<file path="src/hdl/cpl_pkg.sv">
// Shared types and constants for the closest-points-between-lines block.
package cpl_pkg;

    localparam int CW        = 32;   // coordinate width, signed fixed point
    localparam int DIST_W    = 48;   // squared distance width, unsigned
    localparam int FRAC_DEF  = 16;   // default fraction bits
    localparam int LIMB_W    = 32;   // multiplier limb width
    localparam int Q_DEPTH   = 4;    // front/back queue depth
    localparam int MUL_LAT   = 4;    // wide multiplier latency
    localparam int DIV_LAT   = CW + 4;

    typedef struct packed {
        logic signed [CW-1:0] line1_origin_x;
        logic signed [CW-1:0] line1_origin_y;
        logic signed [CW-1:0] line1_origin_z;
        logic signed [CW-1:0] line1_dir_x;
        logic signed [CW-1:0] line1_dir_y;
        logic signed [CW-1:0] line1_dir_z;
        logic signed [CW-1:0] line2_origin_x;
        logic signed [CW-1:0] line2_origin_y;
        logic signed [CW-1:0] line2_origin_z;
        logic signed [CW-1:0] line2_dir_x;
        logic signed [CW-1:0] line2_dir_y;
        logic signed [CW-1:0] line2_dir_z;
    } t_in;

    typedef struct packed {
        logic signed [CW-1:0] param_one;
        logic signed [CW-1:0] param_two;
        logic [DIST_W-1:0]    dist_squared;
    } t_out;

    // queue entry: both directions and the origin difference
    typedef struct packed {
        logic [2:0][CW-1:0] d1;
        logic [2:0][CW-1:0] d2;
        logic [2:0][CW:0]   w;
    } t_entry;

    typedef struct packed {
        logic empty;
        logic full;
    } t_qstat;

endpackage

</file>
<file path="src/hdl/cpl_queue.sv">
// Small FIFO between front and back.
module cpl_queue (
    input  logic            i_clk,
    input  logic            i_rst_n,
    input  logic            i_push,
    input  cpl_pkg::t_entry i_entry,
    input  logic            i_pop,
    output cpl_pkg::t_entry o_entry,
    output cpl_pkg::t_qstat o_qstat
);
    localparam int QD = cpl_pkg::Q_DEPTH;
    localparam int AW = $clog2(QD);

    cpl_pkg::t_entry r_mem [QD];
    logic [AW-1:0]   r_wr, r_rd;
    logic [AW:0]     r_cnt, n_cnt;

    always_comb begin
        n_cnt = r_cnt;
        if (i_push && !i_pop) n_cnt = r_cnt + 1'b1;
        if (!i_push && i_pop) n_cnt = r_cnt - 1'b1;
    end

    always_ff @(posedge i_clk) begin
        if (!i_rst_n) begin
            r_wr  <= '0;
            r_rd  <= '0;
            r_cnt <= '0;
        end else begin
            if (i_push) r_wr <= r_wr + 1'b1;
            if (i_pop)  r_rd <= r_rd + 1'b1;
            r_cnt <= n_cnt;
        end
    end

    always_ff @(posedge i_clk) begin
        if (i_push) r_mem[r_wr] <= i_entry;
    end

    assign o_entry       = r_mem[r_rd];
    assign o_qstat.empty = (r_cnt == '0);
    assign o_qstat.full  = (r_cnt == (AW+1)'(QD));

endmodule

</file>
<file path="config.mk">
export PLATFORM = sky130hd
export DESIGN_NAME = cpl_queue
export DESIGN_NICKNAME = d
export VERILOG_FILES = /design/src/hdl/cpl_pkg.sv /design/src/hdl/cpl_queue.sv
export SDC_FILE = /design/constraint.sdc
export NUM_CORES = 1
export LEC_CHECK = 0
export BUFFER_PORTS_ARGS = -buffer_cell sky130_fd_sc_hd__buf_2
export CAP_MARGIN = 20
export CORE_MARGIN = 2
export CORE_UTILIZATION = 51
export DETAILED_ROUTE_END_ITERATION = 7
export PLACE_DENSITY = 0.84
export SYNTH_ARGS = -nofsm -noshare
export SYNTH_HDL_FRONTEND = slang
export SYNTH_SLANG_ARGS = --single-unit
</file>
<file path="constraint.sdc">
create_clock -name i_clk -period 7.3 [get_ports i_clk]
set_clock_uncertainty 0.15 [all_clocks]
set_input_delay 0.365 -clock i_clk [delete_from_list [all_inputs] [get_ports i_clk]]
set_output_delay 0.365 -clock i_clk [all_outputs]
set_load 0.02 [all_outputs]
</file>
* Word-level counts from Yosys, hierarchy flattened
Memory sizes are Yosys's and may differ from the RTL's. A register that Yosys moved wholly into a read port is not among the register bits.
Cells that the tools add are included.
** Cells by class
- Add/subtract/negate cells :: 4
- Equal/unequal tests :: 1
- Mux-type cells :: 6
- Reductions and logical operators :: 6
** Operators with widths (number)
- 3-bit two-way mux :: 2
- 2-bit by 1-bit adder with 2-bit output (second input constant) :: 2
- 2-bit two-way mux :: 2
- 3-bit by 1-bit adder with 3-bit output (second input constant) :: 1
- 3-bit equality test (second input constant) :: 1
- 3-bit logical NOT :: 1
- 3-bit by 1-bit subtractor with 3-bit output (second input constant) :: 1
- 1-bit logical AND :: 2
- 1-bit logical NOT :: 2
- 1-bit two-way mux :: 2
- 2-bit nonzero test :: 1
** Storage, ports and cells
- Flip-flop bits (word level) :: 7
- Bits in writable memories :: 1164
- Bits of input ports :: 295
- Output and inout bits :: 293
- Word-level logic and storage cells :: 21
- Memories :: 1
** Memory list
- r_mem :: words 4, bits a word 291, read ports 1, clocked after Yosys merged registers in 1, wr ports 1, RTL line cpl_queue.sv:14 : cpl_pkg::t_entry r_mem [QD];

* Longest topological paths before layout
- Depth in word-level cells :: 4
- Gate-level depth with buffers :: 7
- Mapped depth without buffers :: 7

* Worst setup path after synthesis
OpenSTA, ideal clock, no wires.
- Kind :: reg-to-reg
- From :: register r_wr[0]
- To :: memory r_mem[0][0] in the netlist's numbering (enable)
- Library setup time :: 0.688 ns
- Arrival :: 7.127 ns
- Required time :: 6.462 ns
- Slack :: -0.665 ns
- Stages on the path, launching flop included :: 4
- Path buffers :: 0
- Clock period less this slack :: 7.965 ns
- Path through :: dfxtp_1 -> inv_1 -> ha_1 -> and2_1
** RTL lines
- start, declared :: RTL line cpl_queue.sv:15 : logic [AW-1:0] r_wr, r_rd;
- start signal, assigned :: RTL line cpl_queue.sv:30 : if (i_push) r_wr <= r_wr + 1'b1;
- end, declared :: RTL line cpl_queue.sv:14
Straight into the memory's write port.

==> impl_metrics.ini <==
[outcome]
status = finished, final reports clean

[cts]
clockBufferDepth = 3
clock-sinks = 1173
clkTransAtPathRegs_ns = 0.06
cts-root-buf = clkbuf_16
cts_resized = 0
cts-htree-levels = 3
clock_latency_ns = 0.67
cts_tree = done
cts_buffers = 110

[timing]
slew_violations = 0
fin_ws_ns = 3.367
fmax_mhz = 254.3
worstMarginPinSlew_ns = 1.444
fin_crit_ns = 3.933
whs_ns = 0.3002
slew_headroom_pct = 3.701
post-route-period-util_pct = 53.87
setup-tns-final_ns = 0
rsz0062_at_grt = false
setup_viol = 0
hold_viol_final = 0

[global_routing]
grt_max_degree = 155
grt_pass1_wl_um = 146800
overflow = 0
grt_pass1_vias = 22840
antenna_found_initial = 17
track_usage_pct = 23.07

[logic_synthesis]
synth_fa_ha_area_share_pct = 0.1931
synth_cell_types = 21
yosysTopAreaCell = edfxtp_1
synth.cell_area_um2 = 42770
avgSynthCellArea_um2 = 27.31
synth_seq_cells = 1173
synthMuxAreaShare_pct = 15.35
synth.yosys.seq_area_share_pct = 82.15
yosys_warnings = 0
synth-xor-area-share_pct = 0.1024
syn_inst = 1566
synth-compound-area-share_pct = 0.04096
synthSimpleGateAreaFrac_pct = 0.2194
synth_top_cell_area_share_pct = 81.73
synth_top_family_by_area = multiplexers
synth_nets = 1867
synthTopCellsByArea = edfxtp_1 (82%), mux4_2 (15%), buf_12 (1.5%)

[layout]
drive_above_1_share_pct = 41.19
nNetsFinal = 2815
final_cell_mix = edfxtp_1 (1164), buf_2 (587), dlygate4sd3_1 (294), mux4_2 (291), clkbuf_16 (111)
regArea_um2 = 35140
final_common_cell = edfxtp_1
multiInputGateArea_um2 = 6812
fillers = 5126
syn2layout_area_growth_pct = 24.44
post-route-util_pct = 63.90

[worst_setup_path]
path_class = register to output pin
reg2reg_from = r_wr[0]
startpoint_type = register
arrival_ns = 3.42
cp.required_ns = 6.78
cp_max_fo = 70
cp-end-kind = output pin

[route]
antenna_left = 0
routed_wl_um = 100700
drc_errors = 0
vias_per_cell = 5.773
drtPass1Iterations = 5
via_count = 21340
wl_per_cell_um = 27.25
drt_iter0_markers = 1872

[floorplanning]
core-area_um2 = 83290
start_util_pct = 51.35
io_pins = 588
die_x_um = 293.6
fp.dieH_um = 293.6
rows = 106
die_area_um2 = 86190

[power_and_ir_drop]
leakage_nw = 17.98
p_per_area_nw_per_um2 = 291.0
vdd_drop_max_mv = 0.3545

[min_path]
min_path_type = primary input to register
min-delay-start = i_entry[261]

[job]
cap_violations = 0

[placement]
pre_cts_slack_ns = 3.952
dp_hpwl_um = 52750
place.gp.congestion = 0.7643
io_buffer_count = 587
logic make-up (layout without fill, tap and decap cells):
kind of cell	count (synthesis)	in the layout
multiplexers	292	292
flip-flops	1173	1173
AND/OR/NAND/NOR	16	16
other	0	12
adder cells (fa/ha/maj)	6	6
XOR/XNOR	5	5
buffers and inverters	71	1110
AO/OA/AOI/OAI	3	3
layer usage:
layer	vias up	share of wire [%]	GRT usage, %
li1	8747	-	-
met1	11170	34	26.84
met2	1188	54	41.45
met3	228	8.4	6.088
met4	8	3.5	7.914
met5	-	0.052	0
final timing paths:
check                                      to  slack [ns]  depth (start not counted)
worst max-delay path             o_entry[117]        3.37                          3
worst min-delay path            r_mem[1][261]        0.30                          2
worst max register to register   r_mem[3][79]        4.39                          3
worst min register to register       register        0.44                          2
synthesized netlist by cell type:
| cell | n |
|---|---|
| edfxtp_1 | 1164 |
| mux4_2 | 291 |
| buf_12 | 32 |
| buf_2 | 29 |
| and2_1 | 10 |
| dfxtp_1 | 9 |
| inv_1 | 6 |
| ha_1 | 5 |
| clkbuf_1 | 3 |
| xor2_1 | 3 |
| nand2_1 | 2 |
| o21ai_0 | 2 |
| xnor2_1 | 2 |
| a21boi_0 | 1 |
| and3_1 | 1 |
| buf_6 | 1 |
| fa_1 | 1 |
| mux2i_1 | 1 |
| nor2b_1 | 1 |
| nor3_1 | 1 |
| or3_1 | 1 |
worst max-delay path, cell delays in order, from the launching register on:
cell	delay [ns]
dfxtp_4	1.05
buf_4	0.89
mux4_2	0.47
buf_2	0.20
final cells by class:
cell class,count,area share [%]
antenna,12,0.05643
inverter,6,0.04232
multi-input combinational,322,12.80
timing repair buffer,901,11.56
sequential,1173,66.03
clock buffer,128,5.339
tap,1080,2.539
clock inverter,75,1.634
what timing repair did:
item	4_1_cts	5_1_grt
buffers inserted	0	0
hold endpoints to repair	1173	0
setup endpoints to repair	0	0
hold buffers	294	0
through the flow:
step | power (mW) | cells | instance area [um^2]
after floorplan | 9.050 | 1566 | 42770
after global placement | 9.501 | 3187 | 46510
after detailed placement | 9.569 | 3187 | 46510
after CTS | 15.48 | 3684 | 53160
after global routing | 15.91 | 3694 | 53210
final | 15.49 | 3697 | 53220
power breakdown:
part	internal, mW	switching (mW)
logic	0.721	1.04
clock network	3.37	2.49
registers	7.75	0.111
state kept, by name, summed over array words and instances (netlist names), named ones only:
name	count
r_cnt	3
r_mem	1164
r_rd	2
r_wr	2
(Power assumes the default switching activity.)
