File: src/hdl/cpl_pkg.sv
// Shared types and constants for the closest-points-between-lines block.
package cpl_pkg;

    localparam int CW        = 32;   // coordinate width, signed fixed point
    localparam int DIST_W    = 48;   // squared distance width, unsigned
    localparam int FRAC_DEF  = 16;   // default fraction bits
    localparam int LIMB_W    = 32;   // multiplier limb width
    localparam int Q_DEPTH   = 4;    // front/back queue depth
    localparam int MUL_LAT   = 4;    // wide multiplier latency
    localparam int DIV_LAT   = CW + 4;

    typedef struct packed {
        logic signed [CW-1:0] line1_origin_x;
        logic signed [CW-1:0] line1_origin_y;
        logic signed [CW-1:0] line1_origin_z;
        logic signed [CW-1:0] line1_dir_x;
        logic signed [CW-1:0] line1_dir_y;
        logic signed [CW-1:0] line1_dir_z;
        logic signed [CW-1:0] line2_origin_x;
        logic signed [CW-1:0] line2_origin_y;
        logic signed [CW-1:0] line2_origin_z;
        logic signed [CW-1:0] line2_dir_x;
        logic signed [CW-1:0] line2_dir_y;
        logic signed [CW-1:0] line2_dir_z;
    } t_in;

    typedef struct packed {
        logic signed [CW-1:0] param_one;
        logic signed [CW-1:0] param_two;
        logic [DIST_W-1:0]    dist_squared;
    } t_out;

    // queue entry: both directions and the origin difference
    typedef struct packed {
        logic [2:0][CW-1:0] d1;
        logic [2:0][CW-1:0] d2;
        logic [2:0][CW:0]   w;
    } t_entry;

    typedef struct packed {
        logic empty;
        logic full;
    } t_qstat;

endpackage

File: src/hdl/cpl_front.sv
// Front end: takes requests, forms the origin difference, pushes the queue.
module cpl_front (
    input  cpl_pkg::t_in    i_req,
    input  logic            i_valid,
    input  cpl_pkg::t_qstat i_qstat,
    output logic            o_push,
    output cpl_pkg::t_entry o_entry,
    output logic            o_stall
);
    localparam int CW = cpl_pkg::CW;

    logic signed [CW:0] s_o1 [3];
    logic signed [CW:0] s_o2 [3];

    always_comb begin
        s_o1[0] = {i_req.line1_origin_x[CW-1], i_req.line1_origin_x};
        s_o1[1] = {i_req.line1_origin_y[CW-1], i_req.line1_origin_y};
        s_o1[2] = {i_req.line1_origin_z[CW-1], i_req.line1_origin_z};
        s_o2[0] = {i_req.line2_origin_x[CW-1], i_req.line2_origin_x};
        s_o2[1] = {i_req.line2_origin_y[CW-1], i_req.line2_origin_y};
        s_o2[2] = {i_req.line2_origin_z[CW-1], i_req.line2_origin_z};
        o_entry.d1[0] = i_req.line1_dir_x;
        o_entry.d1[1] = i_req.line1_dir_y;
        o_entry.d1[2] = i_req.line1_dir_z;
        o_entry.d2[0] = i_req.line2_dir_x;
        o_entry.d2[1] = i_req.line2_dir_y;
        o_entry.d2[2] = i_req.line2_dir_z;
        for (int k = 0; k < 3; k++) begin
            o_entry.w[k] = s_o1[k] - s_o2[k];
        end
    end

    assign o_stall = i_qstat.full;
    assign o_push  = i_valid && !i_qstat.full;

endmodule

File: config.mk
export PLATFORM = sky130hd
export DESIGN_NAME = cpl_front
export DESIGN_NICKNAME = d
export VERILOG_FILES = /design/src/hdl/cpl_pkg.sv /design/src/hdl/cpl_front.sv
export SDC_FILE = /design/constraint.sdc
export NUM_CORES = 1
export LEC_CHECK = 0
export BUFFER_PORTS_ARGS = -buffer_cell sky130_fd_sc_hd__buf_2
export CAP_MARGIN = 20
export CORE_AREA = 2 2 268 270
export DETAILED_ROUTE_END_ITERATION = 16
export DIE_AREA = 0 0 270 272
export MAX_ROUTING_LAYER = met4
export PLACE_DENSITY = 0.3
export SLEW_MARGIN = 10
export SYNTH_ARGS = -nofsm -noshare
export SYNTH_HDL_FRONTEND = slang
export SYNTH_SLANG_ARGS = --single-unit
File: constraint.sdc
create_clock -name vclk -period 3
set_clock_uncertainty 0.15 [all_clocks]
set_input_delay 0 -clock vclk [all_inputs]
set_output_delay 0 -clock vclk [all_outputs]
set_load 0.005 [all_outputs]
Word-level counts from Yosys, hierarchy flattened
Index checks and enable logic that the tools add are counted.

Add/sub/neg operators: 3. Reductions and logical operators: 2.

Operator list (number): 32-bit by 32-bit subtractor with 33-bit output (3); 1-bit logical AND (1); 1-bit logical NOT (1).

Bits in registers: 0. Bits of input ports: 387. Output and inout port bits: 293. Word-level logic and storage cells: 5.

Longest topological paths before layout
Gate-level depths: netlist (run 1).

Word-level depth: 2. Mapped depth: 11.

Worst setup path after synthesis (run 1)
OpenSTA, ideal clock, no wires.

Path type: input to output. Start: input i_req[129] (netlist name). End: output o_entry[64] (netlist name). Data arrival time: 2169 ps. Required time: 2850 ps. Setup slack: 681 ps. Stages on the path: 10. Path buffers: 0. Cells stage by stage: inv_1 -> ha_1 -> nor2b_1 -> o21a_1 -> a311o_1 -> a22o_1 -> a21oi_1 -> o211ai_2 -> mux2i_1 -> a2111oi_0.

RTL lines: start: declaration (line cpl_front.sv:3) `input cpl_pkg::t_in i_req,`; end: declaration (line cpl_front.sv:7) `output cpl_pkg::t_entry o_entry,`.

==> impl_results.html, run 1 <==
<table>
<tr><th>Metric</th><th>Value</th></tr>
<tr><th colspan="2">Power and ir drop</th></tr>
<tr><td>Tot Pwr</td><td>2.05 mW</td></tr>
<tr><td>Pwr per Cell Area</td><td>204 nW/um2</td></tr>
<tr><td>Maximum resistive drop on vdd</td><td>71.5 uV</td></tr>
<tr><td>Leakage power</td><td>4.87 nW</td></tr>
<tr><th colspan="2">Global routing</th></tr>
<tr><td>Via count of the first global-routing pass</td><td>7912</td></tr>
<tr><td>Global-route wire length before repair</td><td>44800 um</td></tr>
<tr><td>Largest net degree at the start of global routing</td><td>10</td></tr>
<tr><td>Initial antenna violation count</td><td>1</td></tr>
<tr><td>Total GRT Usage</td><td>7.69%</td></tr>
<tr><td>Gr ovfl total</td><td>0</td></tr>
<tr><th colspan="2">Setup path</th></tr>
<tr><td>Start-to-end type of the worst setup path</td><td>in -&gt; out</td></tr>
<tr><td>Data required time of the critical path</td><td>2.85 ns</td></tr>
<tr><td>Critical Path Sink Type</td><td>output port</td></tr>
<tr><td>Max FO, Critical Path</td><td>4</td></tr>
<tr><td>Arrival @ worst endpoint</td><td>2.75 ns</td></tr>
<tr><td>Kind of start point of the critical path</td><td>input pin</td></tr>
<tr><th colspan="2">Layout</th></tr>
<tr><td>Seq_cells</td><td>0</td></tr>
<tr><td>Total number of nets in the final design</td><td>1783</td></tr>
<tr><td>Multi-input gate area in the final layout</td><td>4840 um2</td></tr>
<tr><td>Most common cell after layout, fill and taps aside</td><td>buf_2</td></tr>
<tr><td>Count of non-filler cells in the finished layout</td><td>2246</td></tr>
<tr><td>Share of cells above drive strength 1</td><td>25.6%</td></tr>
<tr><td>Clock buffers</td><td>0</td></tr>
<tr><td>Highest-count cells in the layout ignoring fill and taps</td><td>295 x buf_2, 192 x dlygate4sd3_1, 124 x inv_1, 96 x ha_1, 85 x a21oi_1</td></tr>
<tr><td>Layout filler cell count</td><td>8198</td></tr>
<tr><td>Synthesis-to-finish area growth</td><td>47.2%</td></tr>
<tr><td>Utilization after layout</td><td>14.2%</td></tr>
<tr><td>Sequential cell area in the final layout</td><td>0 um2</td></tr>
<tr><td>Total non-filler cell area in the finished layout</td><td>10000 um2</td></tr>
<tr><th colspan="2">Routing</th></tr>
<tr><td>1st-iter DRT viols</td><td>289</td></tr>
<tr><td>DRC viols</td><td>0</td></tr>
<tr><td>Wire length per cell after detailed routing</td><td>13.7 um</td></tr>
<tr><td>Via-per-instance ratio</td><td>3.48</td></tr>
<tr><td>Detail Route Antenna Nets</td><td>0</td></tr>
<tr><td>Vias</td><td>7809</td></tr>
<tr><td>First-pass detailed-route iteration total</td><td>4</td></tr>
<tr><td>Routed WL</td><td>30800 um</td></tr>
<tr><th colspan="2">STA</th></tr>
<tr><td>Total setup violations reported at the end of the flow</td><td>0</td></tr>
<tr><td>Final worst-path cycle share</td><td>96.7%</td></tr>
<tr><td>Setup TNS</td><td>0 ns</td></tr>
<tr><td>Tightest Pin Transition</td><td>0.644 ns</td></tr>
<tr><td>Unrepaired setup endpoints after global routing</td><td>no</td></tr>
<tr><td>Slew Limit Fails</td><td>0</td></tr>
<tr><td>Top achievable clock speed</td><td>345 MHz</td></tr>
<tr><td>Rel. slew slack</td><td>56.7%</td></tr>
<tr><td>Shortest period the worst path allows</td><td>2.90 ns</td></tr>
<tr><td>Number of hold-slack violations in the final timing report</td><td>0</td></tr>
<tr><th colspan="2">Synth</th></tr>
<tr><td>Cells after synthesis</td><td>1003</td></tr>
<tr><td>Post-synthesis average cell area</td><td>6.79 um2</td></tr>
<tr><td>Post-synthesis sequential area ratio</td><td>0%</td></tr>
<tr><td>Library cell occupying the most area in the post-synthesis netlist</td><td>buf_4</td></tr>
<tr><td>Nets in the synthesized netlist</td><td>1489</td></tr>
<tr><td>Cell types occupying the most area after synthesis</td><td>buf_4 21%, ha_1 18%, inv_1 6.8%</td></tr>
<tr><td>Syn Std Cell Area</td><td>6810 um2</td></tr>
<tr><td>Post-synth cell types</td><td>70</td></tr>
<tr><td>Yosys warns</td><td>0</td></tr>
<tr><td>Fraction of synthesized cell area taken by the top area cell type</td><td>21.3%</td></tr>
<tr><th colspan="2">Flow run</th></tr>
<tr><td>Max-cap violation count</td><td>0</td></tr>
<tr><th colspan="2">Floorplan</th></tr>
<tr><td>Placeable Area</td><td>70800 um2</td></tr>
<tr><td>Ports placed on the boundary</td><td>680</td></tr>
<tr><td>Std cell rows</td><td>98</td></tr>
<tr><td>DIE HEIGHT</td><td>272 um</td></tr>
<tr><td>Chip Width</td><td>270 um</td></tr>
<tr><td>Die outline area</td><td>73400 um2</td></tr>
<tr><td>Initial core utilization</td><td>9.63%</td></tr>
<tr><th colspan="2">Worst hold path</th></tr>
<tr><td>Type of the most critical hold path</td><td>in -&gt; out</td></tr>
<tr><th colspan="2">Place</th></tr>
<tr><td>Post-place instance area</td><td>8090 um2</td></tr>
<tr><td>Detailed placement HPWL</td><td>26100 um</td></tr>
<tr><td>Placed Instances</td><td>2053</td></tr>
<tr><td>Number of port buffers</td><td>295</td></tr>
<tr><td>Routability Congestion</td><td>0.825</td></tr>
<tr><th colspan="2">Run status</th></tr>
<tr><td>Status</td><td>finished clean</td></tr>
<tr><th colspan="2">Clock tree</th></tr>
<tr><td>Setup bufs post-CTS</td><td>0</td></tr>
</table>
-- critical path, cell delays in order --
cell       delay, ns
buf_2           0.11
inv_1           0.05
ha_1            0.28
nor2b_1         0.13
o21a_1          0.19
a311o_1         0.44
a22o_1          0.27
a21oi_1         0.32
o211ai_2        0.19
mux2i_1         0.15
a2111oi_1       0.43
buf_2           0.19
-- logic make-up (layout without fill, tap and decap cells) --
group | after synthesis | after routing | synth area share, %
AO/OA/AOI/OAI | 280 | 280 | 27.2
XOR/XNOR | 80 | 80 | 10.3
buffers and inverters | 337 | 629 | 29.2
adder cells (fa/ha/maj) | 99 | 99 | 18.5
AND/OR/NAND/NOR | 205 | 205 | 14.5
other | 0 | 1 | 0
multiplexers | 2 | 2 | 0.294
-- per-stage QoR --
| step | hold slack, ns | setup WS [ns] |
|---|---|---|
| 3_5_place_dp | -0.150 | -0.00151 |
| 4_1_cts | 0.0350 | 0.0564 |
| 2_1_floorplan | -0.120 | 0.681 |
| 3_3_place_gp | -0.150 | 0.0602 |
| 6_report | 0.0324 | 0.0977 |
| 5_1_grt | 0.0416 | 0.00418 |
-- path summary, 6_finish.rpt --
check,startpoint,end,slack (ns),cells past startpoint
max,i_req[129],o_entry[64],0.1,12
min,i_qstat[0],o_stall,0.03,2
-- power by group --
part	internal, mW	switching [mW]
registers	0	0
clock network	0.0000000446	0
logic	0.979	1.07
total	0.979	1.07
-- synthesized netlist by cell type (all sizes together), types with 3 or more instances --
library cell  number
xor2              32
nor2b             16
a311oi             4
o21a              16
a2111oi            3
o211ai            11
or3                3
a31oi              9
nand2             64
nor3b              3
a21o              44
nand4             17
clkbuf            19
a21oi             87
xnor2             48
o21ai             51
nand3             20
nor3               7
and2               3
o31ai              8
buf              194
nor2              48
a21boi             4
a211oi             7
and3               9
inv              124
o21bai            10
o31a               3
ha                96
nand2b             7
fa                 3
-- what timing repair did --
action / in CTS / in global routing
setup endpoints to repair: 1 / 6
gates resized for setup: 1 / 4
endpoints found under the hold margin: 192 / 0
pin swaps: 0 / 1
hold buffers: 192 / 0
-- layout make-up --
type / count / share of cell area, %
Tap cell: 950 / 11.9
Antenna cell: 1 / 0.0250
Inverter: 124 / 4.64
Timing Repair Buffer: 505 / 35.2
Multi-Input combinational cell: 666 / 48.2
-- metal layers --
metal / share of wire (%) / vias to the layer above / GRT usage [%]
met4: 0.64 / 0 / 0.468
met1: 43 / 3651 / 9.53
met2: 52 / 315 / 14.2
met5: 0 / - / -
met3: 4.5 / 12 / 0.547
li1: - / 3831 / -
Power figures use the tool's default switching activity.
==> run 2: changes to the inputs <==
==> constraint.sdc (replaced) <==
create_clock -name vclk -period 2.9
set_clock_uncertainty 0.15 [all_clocks]
set_input_delay 0 -clock vclk [all_inputs]
set_output_delay 0 -clock vclk [all_outputs]
set_load 0.005 [all_outputs]
==> impl_results.html, run 2 (synthesis results as in run 1) <==
<table>
<tr><th>Metric</th><th>Value</th></tr>
<tr><th colspan="2">Run status</th></tr>
<tr><td>Status</td><td>finished clean</td></tr>
<tr><th colspan="2">Global routing</th></tr>
<tr><td>Largest net degree at the start of global routing</td><td>10</td></tr>
<tr><td>Global-route wire length before repair</td><td>45200 um</td></tr>
<tr><td>Initial antenna violation count</td><td>1</td></tr>
<tr><td>Total GRT Usage</td><td>7.76%</td></tr>
<tr><td>Via count of the first global-routing pass</td><td>7971</td></tr>
<tr><td>Gr ovfl total</td><td>0</td></tr>
<tr><th colspan="2">Clock tree</th></tr>
<tr><td>Setup bufs post-CTS</td><td>0</td></tr>
<tr><th colspan="2">Floorplan</th></tr>
<tr><td>Chip Width</td><td>270 um</td></tr>
<tr><td>DIE HEIGHT</td><td>272 um</td></tr>
<tr><td>Initial core utilization</td><td>9.63%</td></tr>
<tr><td>Std cell rows</td><td>98</td></tr>
<tr><td>Placeable Area</td><td>70800 um2</td></tr>
<tr><td>Ports placed on the boundary</td><td>680</td></tr>
<tr><td>Die outline area</td><td>73400 um2</td></tr>
<tr><th colspan="2">Setup path</th></tr>
<tr><td>Max FO, Critical Path</td><td>5</td></tr>
<tr><td>Kind of start point of the critical path</td><td>input pin</td></tr>
<tr><td>Start-to-end type of the worst setup path</td><td>in -&gt; out</td></tr>
<tr><td>Critical Path Sink Type</td><td>output port</td></tr>
<tr><td>Data required time of the critical path</td><td>2.75 ns</td></tr>
<tr><td>Arrival @ worst endpoint</td><td>2.55 ns</td></tr>
<tr><th colspan="2">Power and ir drop</th></tr>
<tr><td>Pwr per Cell Area</td><td>212 nW/um2</td></tr>
<tr><td>Maximum resistive drop on vdd</td><td>82.3 uV</td></tr>
<tr><td>Combinational Power Share</td><td>100.0%</td></tr>
<tr><td>Int Pwr</td><td>1.04 mW</td></tr>
<tr><td>Part of the power in the clock network</td><td>0%</td></tr>
<tr><td>Net Switching</td><td>1.12 mW</td></tr>
<tr><td>Leakage power</td><td>4.94 nW</td></tr>
<tr><td>Sw Share</td><td>51.8%</td></tr>
<tr><td>Fraction of power consumed by sequential logic</td><td>0%</td></tr>
<tr><th colspan="2">Routing</th></tr>
<tr><td>Wire length per cell after detailed routing</td><td>13.8 um</td></tr>
<tr><td>Via-per-instance ratio</td><td>3.48</td></tr>
<tr><td>DRC viols</td><td>0</td></tr>
<tr><td>Routed WL</td><td>31100 um</td></tr>
<tr><td>1st-iter DRT viols</td><td>251</td></tr>
<tr><td>First-pass detailed-route iteration total</td><td>4</td></tr>
<tr><td>Vias</td><td>7870</td></tr>
<tr><td>Detail Route Antenna Nets</td><td>0</td></tr>
<tr><th colspan="2">Worst hold path</th></tr>
<tr><td>Type of the most critical hold path</td><td>in -&gt; out</td></tr>
<tr><td>Endpoint, Worst Hold</td><td>o_stall</td></tr>
<tr><td>Number of instances on the worst hold path</td><td>2</td></tr>
<tr><td>Start point of the worst hold path</td><td>i_qstat[0]</td></tr>
<tr><th colspan="2">STA</th></tr>
<tr><td>Unrepaired setup endpoints after global routing</td><td>no</td></tr>
<tr><td>Rel. slew slack</td><td>66.3%</td></tr>
<tr><td>Number of hold-slack violations in the final timing report</td><td>0</td></tr>
<tr><td>Post-Route Hold Slack</td><td>0.0317 ns</td></tr>
<tr><td>Final worst-path cycle share</td><td>93.0%</td></tr>
<tr><td>Top achievable clock speed</td><td>371 MHz</td></tr>
<tr><td>Shortest period the worst path allows</td><td>2.70 ns</td></tr>
<tr><td>Slew Limit Fails</td><td>0</td></tr>
<tr><td>Setup slack of the critical path after layout</td><td>0.202 ns</td></tr>
<tr><td>Total setup violations reported at the end of the flow</td><td>0</td></tr>
<tr><td>Tightest Pin Transition</td><td>0.503 ns</td></tr>
<tr><th colspan="2">Layout</th></tr>
<tr><td>Share of cells above drive strength 1</td><td>26.8%</td></tr>
<tr><td>Seq_cells</td><td>0</td></tr>
<tr><td>Utilization after layout</td><td>14.4%</td></tr>
<tr><td>Synthesis-to-finish area growth</td><td>49.0%</td></tr>
<tr><td>Highest-count cells in the layout ignoring fill and taps</td><td>295 x buf_2, 192 x dlygate4sd3_1, 124 x inv_1, 96 x ha_1, 82 x a21oi_1</td></tr>
<tr><td>Most common cell after layout, fill and taps aside</td><td>buf_2</td></tr>
<tr><td>Total number of nets in the final design</td><td>1797</td></tr>
<tr><td>Clock buffers</td><td>0</td></tr>
<tr><td>Total non-filler cell area in the finished layout</td><td>10200 um2</td></tr>
<tr><td>Sequential cell area in the final layout</td><td>0 um2</td></tr>
<tr><th colspan="2">Place</th></tr>
<tr><td>Pre-CTS setup slack</td><td>-0.0430 ns</td></tr>
<tr><td>Detailed placement HPWL</td><td>26400 um</td></tr>
<tr><td>Number of port buffers</td><td>295</td></tr>
<tr><td>Routability Congestion</td><td>0.822</td></tr>
<tr><td>Post-place instance area</td><td>8190 um2</td></tr>
<tr><th colspan="2">Flow run</th></tr>
<tr><td>Max-cap violation count</td><td>0</td></tr>
</table>
-- run 2: cell types whose count changed in the layout (fill, tap and decap cells not counted), sizes merged --
cell / previous run / this run
buf: 313 / 327
-- run 2: metal layers --
| metal | track usage, % | vias to the layer above | wire, um |
|---|---|---|---|
| li1 | - | 3864 | - |
| met1 | 9.59 | 3663 | 13300 |
| met2 | 14.3 | 330 | 16200 |
| met3 | 0.467 | 13 | 1380 |
| met4 | 0.599 | 0 | 229 |
| met5 | - | - | 0 |
-- run 2: worst max-delay path by stage --
| stage | to | cells past startpoint | startpoint | slack, ns |
|---|---|---|---|---|
| global route | o_entry[30] | 14 | i_req[352] | 0.01 |
| CTS | o_entry[92] | 12 | i_req[96] | 0.05 |
| global placement | o_entry[92] | 12 | i_req[96] | 0.01 |
| finish | o_entry[59] | 13 | i_req[145] | 0.20 |
| floorplan | o_entry[64] | 10 | i_req[129] | 0.58 |
| detailed placement | o_entry[92] | 12 | i_req[96] | -0.04 |
-- run 2: metrics by stage --
step | cells | setup TNS (ns) | power, mW
after global placement | 2067 | 0 | 1.93
final | 2260 | 0 | 2.15
after detailed placement | 2067 | -0.0430 | 1.91
after CTS | 2259 | 0 | 2.18
after floorplan | 1003 | 0 | 1.27
after global routing | 2260 | 0 | 2.37
-- run 2: power groups by stage --
stage	clock network, mW	logic [mW]	registers [mW]
CTS	0	2.18	0
global route	0.0000000461	2.37	0
detailed placement	0	1.91	0
finish	0.0000000461	2.15	0
floorplan	0	1.27	0
global placement	0	1.93	0
-- run 2: timing repair --
| item | in CTS | in global routing |
|---|---|---|
| pin swaps | 0 | 1 |
| gates resized for setup | 1 | 9 |
| hold buffers | 192 | 0 |
| hold endpoints to repair | 192 | 0 |
| setup endpoints to repair | 2 | 10 |
-- run 2: worst max-delay path: stages --
cell	delay, ns
buf_2	0.08
inv_1	0.05
ha_1	0.36
a21oi_1	0.20
o21ai_0	0.16
a2111oi_1	0.51
buf_4	0.19
nor3b_1	0.05
o41a_1	0.33
a31oi_2	0.21
buf_4	0.15
xnor2_1	0.12
buf_2	0.15
-- run 2: cell type report --
type                            count  area, um2
Multi-Input combinational cell    666       4860
Timing Repair Buffer              519       3640
Tap cell                          950       1190
Antenna cell                        1       2.50
Fill cell                        8194      60600
Inverter                          124        465
==> run 3: changes to the inputs <==
==> constraint.sdc (replaced) <==
create_clock -name vclk -period 3.4
set_clock_uncertainty 0.15 [all_clocks]
set_input_delay 0 -clock vclk [all_inputs]
set_output_delay 0 -clock vclk [all_outputs]
set_load 0.005 [all_outputs]
==> impl_results.html, run 3 (synthesis results as in run 1) <==
<table>
<tr><th>Metric</th><th>Value</th></tr>
<tr><th colspan="2">Run status</th></tr>
<tr><td>Status</td><td>finished clean</td></tr>
<tr><th colspan="2">Layout</th></tr>
<tr><td>Synthesis-to-finish area growth</td><td>45.7%</td></tr>
<tr><td>Total number of nets in the final design</td><td>1772</td></tr>
<tr><td>Layout filler cell count</td><td>8277</td></tr>
<tr><td>Total non-filler cell area in the finished layout</td><td>9930 um2</td></tr>
<tr><td>Highest-count cells in the layout ignoring fill and taps</td><td>295 x buf_2, 192 x dlygate4sd3_1, 124 x inv_1, 96 x ha_1, 86 x a21oi_1</td></tr>
<tr><td>Count of non-filler cells in the finished layout</td><td>2235</td></tr>
<tr><td>Utilization after layout</td><td>14.0%</td></tr>
<tr><td>Seq_cells</td><td>0</td></tr>
<tr><td>Sequential cell area in the final layout</td><td>0 um2</td></tr>
<tr><td>Multi-input gate area in the final layout</td><td>4820 um2</td></tr>
<tr><td>Most common cell after layout, fill and taps aside</td><td>buf_2</td></tr>
<tr><td>Clock buffers</td><td>0</td></tr>
<tr><td>Share of cells above drive strength 1</td><td>24.8%</td></tr>
<tr><th colspan="2">Power and ir drop</th></tr>
<tr><td>Fraction of power consumed by sequential logic</td><td>0%</td></tr>
<tr><td>Net Switching</td><td>0.930 mW</td></tr>
<tr><td>Tot Pwr</td><td>1.78 mW</td></tr>
<tr><td>Combinational Power Share</td><td>100.0%</td></tr>
<tr><td>Int Pwr</td><td>0.846 mW</td></tr>
<tr><td>Sw Share</td><td>52.3%</td></tr>
<tr><td>Pwr per Cell Area</td><td>179 nW/um2</td></tr>
<tr><td>Part of the power in the clock network</td><td>0%</td></tr>
<tr><td>Maximum resistive drop on vdd</td><td>60.1 uV</td></tr>
<tr><td>Leakage power</td><td>4.81 nW</td></tr>
<tr><th colspan="2">Routing</th></tr>
<tr><td>Met3 routed wirelength</td><td>1370 um</td></tr>
<tr><td>Routed length on met1</td><td>12800 um</td></tr>
<tr><td>DRC viols</td><td>0</td></tr>
<tr><td>Routed length on met2</td><td>16100 um</td></tr>
<tr><td>Routed WL</td><td>30500 um</td></tr>
<tr><td>First-pass detailed-route iteration total</td><td>4</td></tr>
<tr><td>Top routing layer used</td><td>met4</td></tr>
<tr><td>1st-iter DRT viols</td><td>256</td></tr>
<tr><td>Vias</td><td>7711</td></tr>
<tr><td>Detail Route Antenna Nets</td><td>0</td></tr>
<tr><td>Wire length per cell after detailed routing</td><td>13.7 um</td></tr>
<tr><td>Via-per-instance ratio</td><td>3.45</td></tr>
<tr><th colspan="2">Setup path</th></tr>
<tr><td>Data required time of the critical path</td><td>3.25 ns</td></tr>
<tr><td>Start-to-end type of the worst setup path</td><td>in -&gt; out</td></tr>
<tr><td>Max FO, Critical Path</td><td>3</td></tr>
<tr><td>CP max-delay cell</td><td>a311oi_1</td></tr>
<tr><td>CP dominant cell by count</td><td>buf_2</td></tr>
<tr><td>Worst-path cell chain</td><td>buf_2, ha_1, fa_1, nand2b_1, a21oi_1, o21ai_1, a311oi_1, a211oi_2, o2bb2ai_1, o31a_1, xnor2_1, buf_2</td></tr>
<tr><td>Kind of start point of the critical path</td><td>input pin</td></tr>
<tr><td>Dominant delay contributor by cell family on the critical path</td><td>compound AO/OA/AOI/OAI gates</td></tr>
<tr><td>Critical Path Sink Type</td><td>output port</td></tr>
<tr><td>Critical path buffers and inverters</td><td>2</td></tr>
<tr><td>Arrival @ worst endpoint</td><td>2.81 ns</td></tr>
<tr><td>Stage delay of the slowest cell on the critical path</td><td>0.49 ns</td></tr>
<tr><th colspan="2">STA</th></tr>
<tr><td>Setup slack of the critical path after layout</td><td>0.444 ns</td></tr>
<tr><td>Number of hold-slack violations in the final timing report</td><td>0</td></tr>
<tr><td>Rel. slew slack</td><td>47.2%</td></tr>
<tr><td>Tightest Pin Transition</td><td>0.785 ns</td></tr>
<tr><td>Final worst-path cycle share</td><td>87.0%</td></tr>
<tr><td>Total setup violations reported at the end of the flow</td><td>0</td></tr>
<tr><td>Unrepaired setup endpoints after global routing</td><td>no</td></tr>
<tr><td>Slew Limit Fails</td><td>0</td></tr>
<tr><td>Post-Route Hold Slack</td><td>0.0373 ns</td></tr>
<tr><td>Top achievable clock speed</td><td>338 MHz</td></tr>
<tr><td>Shortest period the worst path allows</td><td>2.96 ns</td></tr>
<tr><td>Setup TNS</td><td>0 ns</td></tr>
<tr><th colspan="2">Floorplan</th></tr>
<tr><td>Ports placed on the boundary</td><td>680</td></tr>
<tr><td>Std cell rows</td><td>98</td></tr>
<tr><td>DIE HEIGHT</td><td>272 um</td></tr>
<tr><td>Initial core utilization</td><td>9.63%</td></tr>
<tr><td>Chip Width</td><td>270 um</td></tr>
<tr><td>Placeable Area</td><td>70800 um2</td></tr>
<tr><td>Die outline area</td><td>73400 um2</td></tr>
<tr><th colspan="2">Global routing</th></tr>
<tr><td>Via count of the first global-routing pass</td><td>7850</td></tr>
<tr><td>Total GRT Usage</td><td>7.63%</td></tr>
<tr><td>Largest net degree at the start of global routing</td><td>10</td></tr>
<tr><td>Initial antenna violation count</td><td>1</td></tr>
<tr><td>Gr ovfl total</td><td>0</td></tr>
<tr><td>Global-route wire length before repair</td><td>44500 um</td></tr>
<tr><th colspan="2">Place</th></tr>
<tr><td>Placed Instances</td><td>2042</td></tr>
<tr><td>Detailed placement HPWL</td><td>25700 um</td></tr>
<tr><td>Post-place instance area</td><td>8010 um2</td></tr>
<tr><td>Pre-CTS setup slack</td><td>0.372 ns</td></tr>
<tr><td>Number of port buffers</td><td>295</td></tr>
<tr><td>Routability Congestion</td><td>0.809</td></tr>
<tr><th colspan="2">Clock tree</th></tr>
<tr><td>Setup bufs post-CTS</td><td>0</td></tr>
<tr><td>Resized cells post-CTS</td><td>0</td></tr>
<tr><th colspan="2">Worst hold path</th></tr>
<tr><td>Type of the most critical hold path</td><td>in -&gt; out</td></tr>
<tr><th colspan="2">Flow run</th></tr>
<tr><td>Max-cap violation count</td><td>0</td></tr>
</table>
==> run 3: changes by cell type in the layout (fill, tap and decap cells not counted), sizes merged <==
cell,delta
buf,-25
==> run 3: worst paths after layout <==
path	depth (start not counted)	slack, ns	start	end
min	2	0.04	i_qstat[0]	o_stall
max	12	0.44	i_req[160]	o_entry[30]
==> run 3: power by group through the flow <==
stage | clock (mW) | sequential [mW] | combinational [mW]
2_1_floorplan | 0 | 0 | 1.08
3_3_place_gp | 0 | 0 | 1.59
3_5_place_dp | 0 | 0 | 1.58
4_1_cts | 0 | 0 | 1.80
5_1_grt | 0.0000000394 | 0 | 1.97
6_report | 0.0000000394 | 0 | 1.78
==> run 3: timing repair <==
action | 4_1_cts | 5_1_grt
endpoints found under the setup margin | 0 | 0
endpoints found under the hold margin | 192 | 0
hold buffers | 192 | 0
==> run 3: routing by layer <==
metal / vias up / track usage, %
li1: 3810 / -
met5: - / -
met2: 318 / 14.1
met1: 3567 / 9.33
met3: 16 / 0.591
met4: 0 / 0.629
==> run 3: layout make-up <==
class / count / share of cell area (%)
Timing Repair Buffer: 494 / 34.7
Antenna cell: 1 / 0.0252
Multi-Input combinational cell: 666 / 48.6
Inverter: 124 / 4.69
Tap cell: 950 / 12.0
